**config.mk**
```make
export PLATFORM = sky130hd
export DESIGN_NAME = sabf_front
export DESIGN_NICKNAME = d
export VERILOG_FILES = /design/src/rtl/core/sabf_pkg.sv /design/src/rtl/core/sabf_front.sv
export SDC_FILE = /design/constraint.sdc
export NUM_CORES = 1
export LEC_CHECK = 0
export BUFFER_PORTS_ARGS = -buffer_cell sky130_fd_sc_hd__buf_2
export CORE_ASPECT_RATIO = 0.5
export CORE_MARGIN = 3
export CORE_UTILIZATION = 54
export DETAILED_ROUTE_END_ITERATION = 6
export PLACE_DENSITY = 0.9
export SYNTH_ARGS = -nofsm -noshare
export SYNTH_HDL_FRONTEND = slang
export SYNTH_SLANG_ARGS = --single-unit
```
**constraint.sdc**
```tcl
create_clock -name vclk -period 11.55
set_input_delay 1.7325 -clock vclk [all_inputs]
set_output_delay 1.7325 -clock vclk [all_outputs]
set_load 0.005 [all_outputs]
```
**src/rtl/core/sabf_pkg.sv**
```systemverilog
// Shared types and constants for the slab allocator core.
package sabf_pkg;

    localparam logic [31:0] GUARD_MAGIC     = 32'hDEADBEEF;
    localparam int          MIN_CLASS_BYTES = 32;
    localparam int          MAX_CLASSES     = 8;
    localparam int          CLS_W           = 3;
    localparam int          SIZE_W          = 16;
    localparam int          TOTAL_W         = 17;
    localparam int          MAX_IDX_W       = 17;
    localparam int          CSIZE_W         = 13;
    localparam int          QUEUE_DEPTH     = 2;
    localparam int          QPTR_W          = 1;
    localparam int          QCNT_W          = 2;
    localparam int          CFG_ADDR_W      = 2;

    localparam logic [CFG_ADDR_W-1:0] REG_HEAP_START_ADDR = 2'd0;

    localparam logic CMD_ALLOC = 1'b0;
    localparam logic CMD_FREE  = 1'b1;

    // work codes handed from front to back
    localparam logic [1:0] OP_ALLOC_SLAB  = 2'd0;
    localparam logic [1:0] OP_ALLOC_LARGE = 2'd1;
    localparam logic [1:0] OP_PUSH        = 2'd2;
    localparam logic [1:0] OP_REPORT      = 2'd3;

    localparam logic [2:0] ST_REUSED            = 3'd0;
    localparam logic [2:0] ST_NEW_SLAB          = 3'd1;
    localparam logic [2:0] ST_LARGE             = 3'd2;
    localparam logic [2:0] ST_OUT_OF_MEMORY     = 3'd3;
    localparam logic [2:0] ST_FREED             = 3'd4;
    localparam logic [2:0] ST_NULL              = 3'd5;
    localparam logic [2:0] ST_CORRUPT           = 3'd6;
    localparam logic [2:0] ST_LARGE_UNRECLAIMED = 3'd7;

    typedef struct packed {
        logic [1:0]           op;
        logic [2:0]           status;
        logic [CLS_W-1:0]     cls;
        logic [SIZE_W-1:0]    size;
        logic [TOTAL_W-1:0]   aligned;
        logic [MAX_IDX_W-1:0] blk_idx;
    } req_t;

endpackage

```
**src/rtl/core/sabf_front.sv**
```systemverilog
// Front end: takes requests and classifies them into work for the back end.
module sabf_front #(
    parameter int HEAP_BYTES   = 65536,
    parameter int SIZE_CLASSES = 8
) (
    input  logic                              start,
    input  logic                              q_full,
    input  logic                              command,
    input  logic [sabf_pkg::SIZE_W-1:0]       request_size,
    input  logic [31:0]                       block_pointer,
    input  logic                              pointer_is_null,
    input  logic [31:0]                       prefix_word,
    input  logic [31:0]                       heap_start,
    output logic                              enq,
    output sabf_pkg::req_t                    entry
);

    localparam int IDX_W = $clog2(HEAP_BYTES / 8);

    logic [sabf_pkg::TOTAL_W-1:0] total;
    logic [sabf_pkg::TOTAL_W-1:0] aligned;
    logic [sabf_pkg::CLS_W-1:0]   cls;
    logic                         fits;
    logic [31:0]                  free_off;
    logic                         off_ok;

    assign enq = start && !q_full;

    assign total    = sabf_pkg::TOTAL_W'(request_size) + sabf_pkg::TOTAL_W'(8);
    assign aligned  = (total + sabf_pkg::TOTAL_W'(7)) & ~sabf_pkg::TOTAL_W'(7);
    assign free_off = block_pointer - 32'd4 - heap_start;
    assign off_ok   = (free_off < 32'(HEAP_BYTES)) && (free_off[2:0] == 3'b000);

    // smallest class that holds the total; scanning down leaves the lowest hit
    always_comb
    begin
        fits = 1'b0;
        cls  = '0;
        for (int c = sabf_pkg::MAX_CLASSES - 1; c >= 0; c--)
        begin
            if (c < SIZE_CLASSES &&
                total <= (sabf_pkg::TOTAL_W'(sabf_pkg::MIN_CLASS_BYTES) << c))
            begin
                fits = 1'b1;
                cls  = sabf_pkg::CLS_W'(c);
            end
        end
    end

    always_comb
    begin
        entry         = '0;
        entry.cls     = cls;
        entry.size    = request_size;
        entry.aligned = aligned;
        entry.blk_idx = sabf_pkg::MAX_IDX_W'(free_off[IDX_W+2:3]);
        if (command == sabf_pkg::CMD_ALLOC)
        begin
            entry.op = fits ? sabf_pkg::OP_ALLOC_SLAB : sabf_pkg::OP_ALLOC_LARGE;
        end
        else if (pointer_is_null)
        begin
            entry.op     = sabf_pkg::OP_REPORT;
            entry.status = sabf_pkg::ST_NULL;
        end
        else if (prefix_word != sabf_pkg::GUARD_MAGIC)
        begin
            entry.op     = sabf_pkg::OP_REPORT;
            entry.status = sabf_pkg::ST_CORRUPT;
        end
        else if (!fits)
        begin
            entry.op     = sabf_pkg::OP_REPORT;
            entry.status = sabf_pkg::ST_LARGE_UNRECLAIMED;
        end
        else if (!off_ok)
        begin
            // pointer outside the heap or misaligned
            entry.op     = sabf_pkg::OP_REPORT;
            entry.status = sabf_pkg::ST_CORRUPT;
        end
        else
        begin
            entry.op = sabf_pkg::OP_PUSH;
        end
    end

endmodule

```
== Word-level counts from Yosys, hierarchy flattened ==
Index checks and enable logic that the tools add are counted.

* Register bits: 0
* Bits in latches: 0
* RAM bits: 0
* Memory bits (read-only): 0
* Bits of input ports: 116
* Word-level logic and storage cells: 42
* Memories kept: 0

* Add/subtract/negate cells: 4
* $mul: 0
* Div/mod/pow operators: 0
* Magnitude comparators: 9
* Eq/ne operators: 1
* Shifts and indexed selects: 0
* Mux-type cells: 24
* Bitwise operators: 0
* Reductions and logical operators: 4

{| class="wikitable"
|+ Operator list
! operator !! number
|-
| $lt 32x17->1 const B || 1
|-
| $ne 32x32->1 const B || 1
|-
| $sub 32x3->32 const B || 1
|-
| $sub 32x32->32 || 1
|-
| $mux 3 || 10
|-
| $add 16x4->17 const B || 1
|-
| $add 17x3->17 const B || 1
|-
| $le 17x10->1 const B || 1
|-
| $le 17x11->1 const B || 1
|-
| $le 17x12->1 const B || 1
|-
| $le 17x13->1 const B || 1
|-
| $le 17x6->1 const B || 1
|-
| $le 17x7->1 const B || 1
|-
| $le 17x8->1 const B || 1
|-
| $le 17x9->1 const B || 1
|-
| $mux 5 || 3
|-
| $mux 1 || 10
|-
| $logic_not 3->1 || 1
|-
| $logic_and 1x1->1 || 2
|-
| $mux 2 || 1
|-
| $logic_not 1->1 || 1
|}

== Longest topological paths before layout ==
Gate-level depths: netlist (run 1).

* Depth in word-level cells: 14
* Mapped depth: 15
* Depth with buffers taken out: 15

== Worst setup path after synthesis (run 1) ==
No wires, ideal clock.

* Kind: input -> output
* Start point: in block_pointer[16]
* End point: out entry[54] (netlist bit)
* Arrival time: 4401 ps
* Slack: 5417 ps
* Stages: 14
* Buffers on the path: 1
* Cell sequence: inv_1 -> ha_1 -> inv_1 -> ha_1 -> buf_2 -> o21a_1 -> o21ba_1 -> nand2_1 -> o22ai_1 -> or4_1 -> nor4_4 -> o2111ai_2 -> a2111oi_4 -> a31oi_1

{| class="wikitable"
|+ RTL lines
! what !! RTL line !! RTL
|-
| from (decl) || sabf_front.sv:10 || <nowiki>input logic [31:0] block_pointer,</nowiki>
|-
| to (decl) || sabf_front.sv:15 || <nowiki>output sabf_pkg::req_t entry</nowiki>
|}

==> impl_metrics.tcl, run 1 <==
set metrics [dict create \
    status "completed" \
    grt_first_pass_wirelength_um 17200 \
    power_density_mw_per_mm2 59.2 \
    num_rows 21 \
    hold_violations 0 \
    grt_overflow 0 \
    max-slew-margin-rel_pct 55.5 \
    max_slew.worst_pin.slew_ns 0.663 \
    antenna_found_initial 0 \
    first_global_vias 4033 \
    path_max_fanout 5 \
    design_area_mm2 0.00460 \
    ant_nets 0 \
    drive_gt1_share_pct 26.0 \
    placed_area_mm2 0.00460 \
    synth.distinct_cells 71 \
    die_x_um 126 \
    dieArea_mm2 0.00827 \
    syn_inst 585 \
    pin_count 175 \
    hpwl_um 9360 \
    min_period_ns 6.73 \
    yosys_warnings 0 \
    seq_area_frac_synth_pct 0 \
    startpoint_type "input pin" \
    crit_arrival_ns 5.00 \
    nFillCells 621 \
    hp-class "input pin to output port" \
    grt_use_met2_pct 43.7 \
    slew_viol_final 0 \
    grt_use_met3_pct 3.63 \
    post_drt_wl_per_cell_um 13.1 \
    place_congestion 0.981 \
    final.clkbuf_count 0 \
    core_mm2 0.00681 \
    period_share_pct 58.3 \
    path_class "input pin to output port" \
    end_kind "output port" \
    ctsHoldBuffers 0 \
    grt_max_degree 11 \
    nets 902 \
    num_vias 4444 \
    drt_pre_antenna_iters 4 \
    wl_um 10700 \
    cap_violations 0 \
    drc 0 \
    port_buffers 168 \
    track_usage_pct 24.1 \
    ctsResizeCount 0 \
    postCtsSetupBuffers 0 \
    rsz0062_at_grt "no" \
    antennaDiodeCount 0 \
    vdd_drop_max_mv 0.0223 \
    grt-busiest-layer "met2" \
    die_h_um 65.8 \
    p_leak_nw 2.42 \
    setup_tns_ns 0 \
    syn2layout_area_growth_pct 19.0 \
    synth_area_mm2 0.00386 \
    setup_violations 0 \
    use_met1_pct 31.2 \
    seq_cells 0 \
    viasPerCell 5.48 \
    required_ns 9.82 \
    initial_core_util_pct 56.8 \
    drt-initial-drc-count 179 \
    seq_area_um2 0 \
    avgSynthCellArea_um2 6.60 \
    max_freq_ghz 0.149 \
]
## cells in the final DEF, fill, tap and decap left out, types with 4 or more instances in the layout
cell      instances
inv_1           100
xnor2_1          26
nand2_1          57
xor2_1           16
and3_1            8
nor3_1           17
nand2b_1          5
a21oi_1          40
buf_2           168
o21a_1           10
o21ai_1           6
mux2i_1           5
conb_1            7
nor2_1           40
nand4_1          14
nor4_1            4
nand3_1          11
nand4b_1          7
or3_1             4
nor2b_1           9
ha_1             64
o211ai_1          7
o21ai_0          15
a31oi_1           6
a21o_1            4
## per-layer routing
metal | share of wire (%) | vias up | wire (µm)
met3 | 10 | 16 | 1070
met4 | 1.4 | 0 | 154
met1 | 44 | 1961 | 4650
li1 | - | 2271 | -
met2 | 45 | 196 | 4780
met5 | 0 | - | 0
## cell usage after synthesis (all sizes together), types with 3 or more instances
library cell / number / area share (%)
nand4: 14 / 2.3
mux2: 3 / 0.87
o21ai: 21 / 2.7
buf: 28 / 5.2
nand2b: 5 / 0.81
xor2: 16 / 3.6
mux2i: 5 / 1.3
nor2: 40 / 3.9
o2111ai: 3 / 0.84
clkbuf: 12 / 1.2
xnor2: 27 / 6.3
o41ai: 3 / 0.68
nand2: 58 / 5.8
a21boi: 3 / 0.58
o21a: 11 / 2.2
o31ai: 3 / 0.58
or3: 5 / 0.94
ha: 64 / 21
nor3: 18 / 2.6
a21oi: 40 / 5.2
nor4: 5 / 1.2
a31oi: 6 / 0.97
and2: 3 / 0.55
a21o: 4 / 0.78
nand3: 14 / 2.4
inv: 100 / 9.7
a211oi: 4 / 0.91
or4: 3 / 0.58
o211ai: 7 / 1.4
nor2b: 9 / 1.5
o22ai: 3 / 0.49
nand4b: 7 / 1.6
and3: 8 / 1.3
and4: 3 / 0.68
## power breakdown
part / internal (W) / switching (W) / leakage (nW) / total, W
logic: 0.000115 / 0.000157 / 2.42 / 0.000272
clock network: 0 / 0 / 0 / 0
registers: 0 / 0 / 0 / 0
total: 0.000115 / 0.000157 / 2.42 / 0.000272
## per-stage QoR
stage / hold slack (ns) / util (%) / std cells / worst slack [ns] / power [W]
2_1_floorplan: 3.50 / - / 591 / 5.42 / 0.000188
3_3_place_gp: 3.66 / 67.5 / 811 / 4.91 / 0.000265
3_5_place_dp: 3.66 / 67.5 / 811 / 4.84 / 0.000267
4_1_cts: 3.66 / 67.5 / 811 / 4.84 / 0.000269
5_1_grt: 3.69 / 67.5 / 811 / 4.53 / 0.000304
6_report: 3.66 / 67.5 / 811 / 4.82 / 0.000272
## final cells by class
type / instances / area, µm² / area share, %
tap: 92 / 115 / 2.50
timing repair buffer: 168 / 841 / 18.3
multi-input combinational: 451 / 3270 / 71.0
inverter: 100 / 375 / 8.17
## kinds of logic after synthesis
| logic type | count (synthesis) | synth area share, % |
|---|---|---|
| simple gates | 203 | 28.6 |
| buf+inv | 140 | 16.1 |
| compound gates | 125 | 21.9 |
| fa+ha+maj | 65 | 21.2 |
| xor+xnor | 43 | 9.94 |
| mux | 8 | 2.17 |
| other cells | 1 | 0.0971 |
## path summary, 6_finish.rpt
| kind | from | to | slack, ns | depth (start not counted) |
|---|---|---|---|---|
| worst max-delay path | heap_start[1] | entry[54] | 4.82 | 16 |
| worst min-delay path | request_size[2] | entry[36] | 3.66 | 2 |
## worst max-delay path: stages
cell and delay [ns]:
buf_2 0.08, inv_1 0.03, ha_1 0.26, ha_1 0.16
inv_1 0.05, fa_1 0.40, nor2b_1 0.19, o2111ai_1 0.12
nand2_1 0.21, a21oi_1 0.16, o41ai_1 0.51, o2111a_1 0.25
o2111ai_2 0.14, a2111oi_4 0.41, a31oi_1 0.14, buf_2 0.15
No activity file was read; power rests on OpenSTA's default activity.
==> run 2, diff against run 1 <==
--- a/config.mk
+++ b/config.mk
@@ -8,9 +8,9 @@
 export BUFFER_PORTS_ARGS = -buffer_cell sky130_fd_sc_hd__buf_2
 export CORE_ASPECT_RATIO = 0.5
 export CORE_MARGIN = 3
-export CORE_UTILIZATION = 54
+export CORE_UTILIZATION = 46
 export DETAILED_ROUTE_END_ITERATION = 6
-export PLACE_DENSITY = 0.9
+export PLACE_DENSITY = 0.82
 export SYNTH_ARGS = -nofsm -noshare
 export SYNTH_HDL_FRONTEND = slang
 export SYNTH_SLANG_ARGS = --single-unit
==> constraint.sdc (replaced) <==
create_clock -name vclk -period 5.95
set_input_delay 0.8925 -clock vclk [all_inputs]
set_output_delay 0.8925 -clock vclk [all_outputs]
set_load 0.005 [all_outputs]
==> run 2 against run 1 <==
Compared with the run above: setup slack got worse by 3.9 ns; hold slack worse by 1.7 ns; combinational power up 94%; first-iteration DRC count increased by 6.7%; sequential cell count unchanged; sequential share of layout area stayed put; clock-buffer cell count did not move; design area is 0.44% higher; critical path type unchanged; largest cell class unchanged.
==> impl_metrics.tcl, run 2 (synthesis results as in run 1) <==
set metrics [dict create \
    status "completed" \
    initial_core_util_pct 50.0 \
    setup_violations 0 \
    seq_power_share_pct 0 \
    wl_met3_um 935 \
    port_buffers 168 \
    worstHoldStart "request_size[1]" \
    nFillCells 763 \
    rsz0062_at_grt "no" \
    vdd_drop_max_mv 0.0570 \
    antenna_found_initial 1 \
    wl_met2_um 4890 \
    ant_nets 0 \
    power_density_mw_per_mm2 114 \
    p_int_w 0.000224 \
    core_mm2 0.00773 \
    viasPerCell 5.33 \
    p_leak_nw 2.42 \
    first_global_vias 3899 \
    startpoint_type "input pin" \
    whs_endpoint "entry[35]" \
    placed_area_mm2 0.00462 \
    cap_violations 0 \
    syn2layout_area_growth_pct 19.5 \
    pin_count 175 \
    grt_max_degree 11 \
    hold_violations 0 \
    dieArea_mm2 0.00960 \
    ctsResizeCount 0 \
    end_kind "output port" \
    max_slew.worst_pin.slew_ns 0.690 \
    grt_overflow 0 \
    highest-signal-layer "met5" \
    path_max_fanout 5 \
    sw_frac_of_total_pct 57.5 \
    final_common_cell "buf_2" \
    num_rows 22 \
    critPathMaxStageDelay_ns 0.62 \
    timing.critical_path.cells "buf_2 > ha_1 > ha_1 > inv_1 > fa_1 > nor2b_1 > o2111ai_1 > nand2_1 > a211oi_1 > mux2i_1 > o2111a_1 > o2111ai_2 > a2111oi_4 > a31oi_1 > buf_2" \
    drt-initial-drc-count 191 \
    max_freq_ghz 0.197 \
    path_class "input pin to output port" \
    drive_gt1_share_pct 26.0 \
    met1Wirelength_um 4940 \
    crit_family "compound AO/OA/AOI/OAI gates" \
    p_switching_w 0.000304 \
    fin_cells 827 \
    design_area_mm2 0.00462 \
    min_path_cells 2 \
    seq_cells 0 \
    track_usage_pct 20.8 \
    num_vias 4410 \
    placed_cells 827 \
    required_ns 5.06 \
    post_drt_wl_per_cell_um 13.1 \
    comb_power_share_pct 100.0 \
    grt_first_pass_wirelength_um 17300 \
    max-slew-margin-rel_pct 53.7 \
    critical-path-slowest-cell "a211oi_1" \
    die_h_um 70.8 \
    slew_viol_final 0 \
    place_congestion 0.986 \
    final.clkbuf_count 0 \
    wl_um 10900 \
    drc 0 \
    antennaDiodeCount 0 \
    finalPower_w 0.000528 \
    min_period_ns 5.07 \
    crit_arrival_ns 4.18 \
    seq_area_um2 0 \
    drt_pre_antenna_iters 5 \
    hpwl_um 9490 \
    ctsHoldBuffers 0 \
    setup_tns_ns 0 \
    postCtsSetupBuffers 0 \
    period_share_pct 85.3 \
    die_x_um 136 \
    pwr-share-clk_pct 0 \
    worst-path-buf-inv 3 \
    final_cell_mix "buf_2, inv_1, ha_1" \
    hp-class "input pin to output port" \
    nets 902 \
]
-- run 2: cell counts in the layout (fill, tap and decap cells not counted) --
No cell type changed its count.
-- run 2: power groups by stage --
stage                     combinational [W]  clock, W  sequential [W]
after floorplan                    0.000364         0               0
after global routing               0.000589         0               0
after detailed placement           0.000521         0               0
after global placement             0.000518         0               0
final                              0.000528         0               0
after CTS                          0.000525         0               0
-- run 2: final cells by class --
type / count / area [µm²] / area share, %
timing repair buffer: 168 / 841 / 18.2
inverter: 100 / 375 / 8.13
tap: 108 / 135 / 2.93
multi-input combinational: 451 / 3270 / 70.7
-- run 2: worst max-delay path by stage --
stage | from | end | slack [ns] | cells after the start
floorplan | block_pointer[16] | entry[54] | 1.50 | 14
global placement | heap_start[1] | entry[55] | 0.94 | 15
detailed placement | block_pointer[1] | entry[54] | 0.89 | 15
CTS | block_pointer[1] | entry[56] | 0.90 | 15
global route | block_pointer[1] | entry[55] | 0.61 | 15
finish | block_pointer[1] | entry[56] | 0.88 | 15
-- run 2: layer usage --
metal	up-vias	GRT usage [%]
met2	162	36.8
met5	-	0
met1	1962	28.3
met3	12	2.49
li1	2272	-
met4	2	1.45
-- run 2: stage by stage --
step,util (%),worst slack [ns],hold WS (ns)
after floorplan,-,1.50,1.82
after global placement,59.7,0.941,1.98
after detailed placement,59.7,0.892,1.99
after CTS,59.7,0.904,1.99
after global routing,59.7,0.611,2.01
final,59.7,0.877,1.98
