[src/rtl/core/sabf_pkg.sv]
// Shared types and constants for the slab allocator core.
package sabf_pkg;

    localparam logic [31:0] GUARD_MAGIC     = 32'hDEADBEEF;
    localparam int          MIN_CLASS_BYTES = 32;
    localparam int          MAX_CLASSES     = 8;
    localparam int          CLS_W           = 3;
    localparam int          SIZE_W          = 16;
    localparam int          TOTAL_W         = 17;
    localparam int          MAX_IDX_W       = 17;
    localparam int          CSIZE_W         = 13;
    localparam int          QUEUE_DEPTH     = 2;
    localparam int          QPTR_W          = 1;
    localparam int          QCNT_W          = 2;
    localparam int          CFG_ADDR_W      = 2;

    localparam logic [CFG_ADDR_W-1:0] REG_HEAP_START_ADDR = 2'd0;

    localparam logic CMD_ALLOC = 1'b0;
    localparam logic CMD_FREE  = 1'b1;

    // work codes handed from front to back
    localparam logic [1:0] OP_ALLOC_SLAB  = 2'd0;
    localparam logic [1:0] OP_ALLOC_LARGE = 2'd1;
    localparam logic [1:0] OP_PUSH        = 2'd2;
    localparam logic [1:0] OP_REPORT      = 2'd3;

    localparam logic [2:0] ST_REUSED            = 3'd0;
    localparam logic [2:0] ST_NEW_SLAB          = 3'd1;
    localparam logic [2:0] ST_LARGE             = 3'd2;
    localparam logic [2:0] ST_OUT_OF_MEMORY     = 3'd3;
    localparam logic [2:0] ST_FREED             = 3'd4;
    localparam logic [2:0] ST_NULL              = 3'd5;
    localparam logic [2:0] ST_CORRUPT           = 3'd6;
    localparam logic [2:0] ST_LARGE_UNRECLAIMED = 3'd7;

    typedef struct packed {
        logic [1:0]           op;
        logic [2:0]           status;
        logic [CLS_W-1:0]     cls;
        logic [SIZE_W-1:0]    size;
        logic [TOTAL_W-1:0]   aligned;
        logic [MAX_IDX_W-1:0] blk_idx;
    } req_t;

endpackage

[src/rtl/core/sabf_queue.sv]
// Two-entry queue between the front and back ends.
module sabf_queue (
    input  logic           clk,
    input  logic           rst_n,
    input  logic           enq,
    input  sabf_pkg::req_t enq_data,
    input  logic           deq,
    output sabf_pkg::req_t head,
    output logic           empty,
    output logic           full
);

    sabf_pkg::req_t                entries_reg [sabf_pkg::QUEUE_DEPTH];
    logic [sabf_pkg::QPTR_W-1:0]   wr_ptr_reg;
    logic [sabf_pkg::QPTR_W-1:0]   rd_ptr_reg;
    logic [sabf_pkg::QCNT_W-1:0]   count_reg;
    logic [sabf_pkg::QCNT_W-1:0]   count_next;

    assign empty = (count_reg == '0);
    assign full  = (count_reg == sabf_pkg::QCNT_W'(sabf_pkg::QUEUE_DEPTH));
    assign head  = entries_reg[rd_ptr_reg];

    always_comb
    begin
        count_next = count_reg;
        if (enq && !deq)
        begin
            count_next = count_reg + sabf_pkg::QCNT_W'(1);
        end
        else if (deq && !enq)
        begin
            count_next = count_reg - sabf_pkg::QCNT_W'(1);
        end
    end

    always_ff @(posedge clk or negedge rst_n)
    begin
        if (!rst_n)
        begin
            wr_ptr_reg <= '0;
            rd_ptr_reg <= '0;
            count_reg  <= '0;
        end
        else
        begin
            count_reg <= count_next;
            if (enq)
            begin
                wr_ptr_reg <= wr_ptr_reg + sabf_pkg::QPTR_W'(1);
            end
            if (deq)
            begin
                rd_ptr_reg <= rd_ptr_reg + sabf_pkg::QPTR_W'(1);
            end
        end
    end

    always_ff @(posedge clk)
    begin
        if (enq)
        begin
            entries_reg[wr_ptr_reg] <= enq_data;
        end
    end

endmodule

[config.mk]
export PLATFORM = sky130hd
export DESIGN_NAME = sabf_queue
export DESIGN_NICKNAME = d
export VERILOG_FILES = /design/src/rtl/core/sabf_pkg.sv /design/src/rtl/core/sabf_queue.sv
export SDC_FILE = /design/constraint.sdc
export NUM_CORES = 1
export LEC_CHECK = 0
export BUFFER_PORTS_ARGS = -buffer_cell sky130_fd_sc_hd__buf_2
export CAP_MARGIN = 20
export CELL_PAD_IN_SITES_DETAIL_PLACEMENT = 0
export CELL_PAD_IN_SITES_GLOBAL_PLACEMENT = 1
export CORE_ASPECT_RATIO = 2
export CORE_MARGIN = 10
export CORE_UTILIZATION = 44
export CTS_CLUSTER_DIAMETER = 80
export DETAILED_ROUTE_END_ITERATION = 10
export GPL_ROUTABILITY_DRIVEN = 0
export PLACE_DENSITY = 0.82
export RECOVER_POWER = 100
export SLEW_MARGIN = 10
export SYNTH_ARGS = -nofsm -noshare
export SYNTH_HDL_FRONTEND = slang
export SYNTH_SLANG_ARGS = --single-unit
[constraint.sdc]
create_clock -name clk -period 5 [get_ports clk]
set_input_delay 0 -clock clk [delete_from_list [all_inputs] [get_ports clk]]
set_output_delay 0 -clock clk [all_outputs]
set_load 0.05 [all_outputs]
* Word level (Yosys, flattened, before mapping)
Memory sizes are Yosys's and may differ from the RTL's.
Cells that the tools add are included.
** Storage, ports and cells
- Bits in read-only memories :: 0
- Register bits :: 4
- Memories kept :: 1
- RAM bits :: 116
- Latch bits :: 0
** Memories
- entries_reg :: depth 2, bits a word 58, read ports 1, clocked after memory_dff 0, wr ports 1, RTL line sabf_queue.sv:13 : sabf_pkg::req_t entries_reg [sabf_pkg::QUEUE_DEPTH];
** Operators by class
- Multiply operators :: 0
- Mux-type cells :: 4
- Div/mod/pow operators :: 0
- Eq/ne operators :: 1
- Order comparisons :: 0
- Bitwise operators :: 0
- Shifts and indexed selects :: 0
- Add/subtract/negate cells :: 4
- Reductions and logical operators :: 6
** Operators by type and width (count)
- $mux 2 :: 2
- $add 1x1->1 const B :: 2
- $add 2x1->2 const B :: 1
- $eq 2x2->1 const B :: 1
- $logic_and 1x1->1 :: 2
- $logic_not 1->1 :: 2
- $logic_not 2->1 :: 1
- $mux 1 :: 2
- $reduce_bool 2->1 :: 1
- $sub 2x1->2 const B :: 1

* Depth between registers and ports, before layout
Gate-level depths: netlist of the first run.
- Depth in word-level cells :: 4
- Mapped depth :: 5
- Gate-level depth less buffers :: 5

* Least setup slack after synthesis of the first run
No wires, ideal clock.
- Kind :: reg2reg
- Start point :: register wr_ptr_reg
- End point :: memory entries_reg[0][0] in the netlist's numbering (enable)
- Setup time :: 0.481 ns
- Setup slack :: 1.535 ns
- Path buffers :: 0
- Data arrival time :: 2.984 ns
- Cell stages (with the launch flop) :: 2
- Period minus slack after synthesis :: 3.465 ns
- Path through :: dfrtp_1 nor2b_1
** RTL lines
- start: declaration :: RTL line sabf_queue.sv:14 : logic [sabf_pkg::QPTR_W-1:0] wr_ptr_reg;
- start signal: assignment :: RTL line sabf_queue.sv:49 : wr_ptr_reg <= wr_ptr_reg + sabf_pkg::QPTR_W'(1);
- end: declaration :: RTL line sabf_queue.sv:13
Straight into the memory's write port.

* Worst setup path in the final report of the first run
- Start point :: register wr_ptr_reg
- End point :: memory entries_reg[0][37] in the netlist's numbering (enable)
Straight into the memory's write port.

==> results.py, run 1 <==
metrics = {
    "logic_synthesis": {
        "avgSynthCellArea_um2": 22.43,
        "synth_top_area_share_pct": 78.84,
        "ys_top_cells_by_area": "edfxtp_1 (79%), mux2_2 (12%), mux2_4 (3.4%), dfrtp_1 (2.3%), xor2_1 (0.79%)",
        "syn_area_mm2": 0.004418,
        "synth_sequential_area_ratio_pct": 81.11,
        "synth_cell_types": 14,
        "synth_fp_nets": 260,
        "ys_seq_elements": 120,
        "yosysWarnings": 0,
        "synth_area_leader_cell": "edfxtp_1",
        "synthCells": 197,
    },
    "cts": {
        "clkTransAtPathRegs_ps": 50,
        "cts_buffers": 17,
        "cts_resized": 0,
        "clockBufferDepth": 2,
        "root_buffer": "clkbuf_16",
        "insertion_delay_ps": 390,
        "holdBufCountCts": 62,
        "cts.sinks": 120,
        "cts_tree": "done",
        "htreeDepth": 4,
        "postCtsSetupBuffers": 0,
    },
    "setup_path": {
        "crit_type": "register to register",
        "critPathSlowestCell": "clkbuf_1",
        "cp_cell_sequence": "nor2b_4, clkbuf_1",
        "critical_path_required_ps": 4930,
        "regToRegStartpoint": "wr_ptr_reg",
        "path_max_fanout": 58,
        "cp_slowest_stage_delay_ps": 2320,
        "worstSetupStartpointType": "register",
        "crit_arrival_ps": 3280,
        "rr_worst_depth": 2,
        "crit_family": "buffers and inverters",
        "reg2reg_to": "entries_reg[0][37]",
        "crit_start": "wr_ptr_reg",
        "endpoint_kind": "register",
        "cp_num_buf_inv": 1,
        "r2r_slack_ps": 1650,
    },
    "pwr": {
        "irDropWorstVdd_mv": 0.3337,
        "p_leak_nw": 2.145,
        "p_per_area_mw_per_mm2": 634.4,
    },
    "floorplan": {
        "rows": 51,
        "initial_core_util_pct": 45.25,
        "core_mm2": 0.009763,
        "die_area_mm2": 0.01469,
        "die_width_um": 90.86,
        "ioPinCount": 122,
        "dieHeight_um": 161.7,
    },
    "detailed_routing": {
        "drc": 0,
        "drtAntennaViolNets": 0,
        "drtIter0Drc": 110,
        "wl_per_cell_um": 17.87,
        "viasPerCell": 4.557,
        "vias": 2438,
        "wl_um": 9562,
        "firstDrtPassIters": 4,
    },
    "timing": {
        "clock_skew_ps": 5.830,
        "worstMarginPinSlew_ps": 3294,
        "final-max-slew-violation-count": 89,
        "fin_crit_sh_pct": 67.06,
        "finalCriticalPeriod_ps": 3353,
        "slew_headroom_pct": -119.6,
        "rsz0062_at_grt": "no",
        "setup_viol": 0,
        "timing.hold.ws_ps": 327.8,
        "fmax_mhz": 298.3,
        "setup_tns_ps": 0,
        "hold_viol": 0,
    },
    "outcome": {
        "violations": "max-capacitance violations, max-slew violations",
        "status": "complete, but fails checks",
    },
    "layout": {
        "mostFrequentLayoutCells": "edfxtp_1 (116), clkbuf_1 (109), dlygate4sd3_1 (62)",
        "nets": 458,
        "final_common_cell": "edfxtp_1",
        "diodes": 0,
        "drive_gt1_share_pct": 23.82,
        "largest_reg_flops": 116,
        "layout-area-overhead-vs-synth_pct": 38.49,
    },
    "grt": {
        "grt_pass1_vias": 2893,
        "gr-total-overflow": 0,
        "grt_use_total_pct": 13.48,
        "grt_antenna_before_repair": 0,
        "grt_pass1_wl_um": 15060,
        "grt_max_degree": 59,
    },
    "worst_hold_path": {
        "min_path_type": "primary input to register",
        "hold_path_depth": 2,
        "hold_start": "enq_data[34]",
        "holdPathEnd": "entries_reg[0][34]",
    },
    "placed_design": {
        "place.detailed.hpwl_um": 6168,
        "io_buffers": 121,
    },
    "flow_run": {
        "maxCapViolations": 2,
    },
}
## how the worst max path moves through the flow
| stage | slack, ps | to | cells past startpoint |
|---|---|---|---|
| after floorplan | 1540 | entries_reg[0][0] | 1 |
| after detailed placement | 3060 | entries_reg[1][8] | 2 |
| after global routing | 1340 | entries_reg[0][44] | 2 |
| after CTS | 2710 | head[12] | 3 |
| final | 1650 | entries_reg[0][37] | 2 |
| after global placement | 3120 | entries_reg[1][29] | 2 |
## metal layers
layer	track usage (%)	vias to the layer above	part of all wire, %
met2	24.19	76	57
li1	-	1163	-
met1	12.88	1187	35
met5	0	-	0
met3	5.817	12	5.5
met4	6.232	0	2.0
## synth_stat cells
master    number
buf_6          2
ha_1           1
edfxtp_1     116
mux2_2        48
buf_8          1
inv_1          1
mux2_4        10
dfrtp_1        4
buf_2          4
nor2b_1        2
xor2_1         4
xnor2_1        1
and2_1         1
nor2_1         2
## through the flow
stage | power (mW) | cell area (um^2) | instances | util (%) | setup WS, ps
finish | 3.882 | 6118 | 535 | 62.67 | 1647
global route | 4.056 | 6118 | 535 | 62.67 | 1339
CTS | 3.979 | 6256 | 535 | 64.08 | 2714
detailed placement | 2.954 | 5164 | 446 | 52.89 | 3059
global placement | 2.934 | 5164 | 446 | 52.89 | 3116
floorplan | 2.648 | 4418 | 197 | - | 1535
## layout make-up
| type | count | area (um^2) |
|---|---|---|
| fill | 768 | 3645 |
| sequential | 120 | 3583 |
| timing repair buffer | 186 | 1114 |
| multi-input combinational | 69 | 780.7 |
| clock buffer | 20 | 436.7 |
| tap | 132 | 165.2 |
| clock inverter | 7 | 35.03 |
| inverter | 1 | 3.754 |
## power breakdown
group	internal (mW)	switching [mW]
clock	0.607	0.365
sequential	1.35	0.0760
combinational	0.380	1.10
total	2.34	1.54
## cells by family after synthesis
group,synth area share (%)
simple gates,0.5948
flops,81.11
fa+ha+maj,0.2832
mux,15.63
xor+xnor,0.9912
buf+inv,1.388
No activity file was read; power rests on OpenSTA's default activity.
==> run 2: changes to the inputs <==
--- a/config.mk
+++ b/config.mk
@@ -5,17 +5,18 @@
 export SDC_FILE = /design/constraint.sdc
 export NUM_CORES = 1
 export LEC_CHECK = 0
+export ABC_AREA = 1
 export BUFFER_PORTS_ARGS = -buffer_cell sky130_fd_sc_hd__buf_2
 export CAP_MARGIN = 20
 export CELL_PAD_IN_SITES_DETAIL_PLACEMENT = 0
 export CELL_PAD_IN_SITES_GLOBAL_PLACEMENT = 1
 export CORE_ASPECT_RATIO = 2
 export CORE_MARGIN = 10
-export CORE_UTILIZATION = 44
+export CORE_UTILIZATION = 43
 export CTS_CLUSTER_DIAMETER = 80
 export DETAILED_ROUTE_END_ITERATION = 10
 export GPL_ROUTABILITY_DRIVEN = 0
-export PLACE_DENSITY = 0.82
+export PLACE_DENSITY = 0.81
 export RECOVER_POWER = 100
 export SLEW_MARGIN = 10
 export SYNTH_ARGS = -nofsm -noshare
==> constraint.sdc (replaced) <==
create_clock -name clk -period 3.26 [get_ports clk]
set_input_delay 0 -clock clk [delete_from_list [all_inputs] [get_ports clk]]
set_output_delay 0 -clock clk [all_outputs]
set_load 0.05 [all_outputs]
==> run 2 against run 1 <==
The run still ends with max-capacitance violations, max-slew violations left. Critical path depth rose by 1. Non-clock buffer count rose by 2. Synthesized cell count rose by 4.6%. Critical path type is now register to output pin. Largest power group unchanged. Highest routed layer unchanged.
==> results.py, run 2 <==
metrics = {
    "logic_synthesis": {
        "synth_area_leader_cell": "edfxtp_1",
        "ys_seq_elements": 120,
        "ys.flop_type": "edfxtp_1",
        "async_reset_ff_share_pct": 3.333,
        "yosysWarnings": 0,
        "netlist_top_cells_count": "edfxtp_1 (116), mux2_2 (48), mux2_4 (10), inv_1 (7), nand2_1 (5)",
        "synth_top_area_share_pct": 78.49,
        "synthCells": 206,
        "synth_cell_types": 15,
        "ys_top_cells_by_area": "edfxtp_1 (78%), mux2_2 (12%), mux2_4 (3.4%), dfrtp_1 (2.3%), inv_1 (0.59%)",
        "avgSynthCellArea_um2": 21.54,
        "yosysMostFrequentCell": "edfxtp_1",
        "synth_sequential_area_ratio_pct": 80.74,
        "syn_area_mm2": 0.004438,
        "synth_edf_count": 116,
        "synth_fp_nets": 269,
    },
    "detailed_routing": {
        "viasPerCell": 4.593,
        "vias": 2549,
        "drtIter0Drc": 201,
        "wl_um": 9717,
        "drc": 0,
        "firstDrtPassIters": 7,
        "drtAntennaViolNets": 0,
        "wl_per_cell_um": 17.51,
    },
    "cts": {
        "cts_resized": 0,
        "clkTransAtPathRegs_ps": 50,
        "insertion_delay_ps": 400,
        "cts_tree": "done",
        "cts_buffers": 17,
        "postCtsSetupBuffers": 0,
        "holdBufCountCts": 62,
        "clockBufferDepth": 2,
        "cts.sinks": 120,
        "root_buffer": "clkbuf_16",
        "htreeDepth": 4,
    },
    "timing": {
        "fin_ws_ps": 650.1,
        "worstMarginPinSlew_ps": 1519,
        "slew_headroom_pct": -1.361,
        "setup_viol": 0,
        "fmax_mhz": 383.2,
        "rsz0062_at_grt": "no",
        "fin_crit_sh_pct": 80.06,
        "hold_viol": 0,
        "finalCriticalPeriod_ps": 2610,
        "setup_tns_ps": 0,
        "clock_skew_ps": 6.864,
        "timing.hold.ws_ps": 330.1,
        "final-max-slew-violation-count": 28,
    },
    "floorplan": {
        "rows": 52,
        "die_width_um": 91.84,
        "core_mm2": 0.01008,
        "initial_core_util_pct": 44.01,
        "dieHeight_um": 163.7,
        "ioPinCount": 122,
        "die_area_mm2": 0.01503,
    },
    "flow_run": {
        "maxCapViolations": 1,
    },
    "setup_path": {
        "worstSetupStartpointType": "register",
        "regToRegStartpoint": "wr_ptr_reg",
        "crit_arrival_ps": 2610,
        "crit_type": "register to output pin",
        "critical_path_required_ps": 3260,
        "endpoint_kind": "output pin",
        "path_max_fanout": 34,
        "crit_start": "rd_ptr_reg",
    },
    "grt": {
        "gr-total-overflow": 0,
        "grt_max_degree": 35,
        "grt_antenna_before_repair": 1,
        "grt_pass1_wl_um": 15220,
        "grt_pass1_vias": 3052,
        "grt_use_total_pct": 13.52,
    },
    "pwr": {
        "power_mw": 6.206,
        "p_per_area_mw_per_mm2": 990.0,
        "p_leak_nw": 2.286,
        "irDropWorstVdd_mv": 0.6597,
    },
    "layout": {
        "layout-area-overhead-vs-synth_pct": 41.25,
        "drive_gt1_share_pct": 29.59,
        "final_common_cell": "edfxtp_1",
        "stdcell_count": 555,
        "mostFrequentLayoutCells": "edfxtp_1 (116), clkbuf_1 (83), dlygate4sd3_1 (62)",
        "num-fill-cells": 752,
        "largest_reg_flops": 116,
        "nets": 469,
    },
    "placed_design": {
        "pre_cts_slack_ps": 1415,
        "place.detailed.hpwl_um": 6447,
        "io_buffers": 121,
        "place_inst": 460,
    },
    "worst_hold_path": {
        "hold_start": "enq_data[25]",
        "min_path_type": "primary input to register",
    },
    "outcome": {
        "status": "complete, but fails checks",
        "violations": "max-capacitance violations, max-slew violations",
    },
}
[run 2: cell count changes after synthesis]
cell     before  now
xor2_1        4    2
nand2_1       0    5
nor2b_1       2    0
nand4_1       0    1
and2_1        1    0
nor2_1        2    3
inv_1         1    7
nand3_1       0    1
[run 2: area by class of cell]
class | count | area, um^2 | share of cell area, %
Timing Repair Buffer | 188 | 1166 | 18.60
Clock buffer | 21 | 440.4 | 7.026
Multi-Input combinational cell | 72 | 773.2 | 12.34
Tap cell | 135 | 168.9 | 2.695
Clock inverter | 11 | 106.4 | 1.697
Sequential cell | 120 | 3585 | 57.19
Antenna cell | 1 | 2.502 | 0.03992
Inverter | 7 | 26.28 | 0.4192
[run 2: path summary, 6_finish.rpt]
| check | to | slack [ps] | depth (start not counted) |
|---|---|---|---|
| worst max-delay path | head[39] | 650 | 3 |
| worst min-delay path | entries_reg[1][25] | 330 | 2 |
| worst max register to register | entries_reg[1][4] | 780 | 3 |
| worst min register to register | wr_ptr_reg | 520 | 1 |
| max in group asynchronous | rd_ptr_reg | 2540 | 3 |
| min in group asynchronous | count_reg[0] | 510 | 3 |
[run 2: metrics by stage]
step	instance area (um^2)	util (%)
2_1_floorplan	4441	-
3_3_place_gp	5214	51.70
3_5_place_dp	5214	51.70
4_1_cts	6381	63.28
5_1_grt	6269	62.16
6_report	6269	62.16
[run 2: kinds of logic after synthesis]
group                    after synthesis  synth area share [%]
multiplexers                          58                 15.56
XOR/XNOR                               3                0.5922
flip-flops                           120                 80.74
buffers and inverters                 14                 1.889
adder cells (fa/ha/maj)                1                0.2819
AND/OR/NAND/NOR                       10                0.9304
[run 2: report_power, final]
group	internal [mW]	total [mW]	switching, mW
sequential	2.06	2.22	0.161
combinational	0.628	2.28	1.66
clock	1.11	1.70	0.596
total	3.79	6.21	2.41
[run 2: worst max-delay path, cell delays in order (launching register included)]
cell and delay [ps]:
dfrtp_2 860, clkbuf_1 710, mux2_2 420, buf_2 210
[run 2: metal layers]
metal,part of all wire [%],vias up,wire length (um),global-route usage [%]
met3,6.7,23,653,5.839
met1,31,1227,3006,11.54
met5,0,-,0,0
li1,-,1201,-,-
met4,3.4,0,333,8.533
met2,59,98,5723,24.72
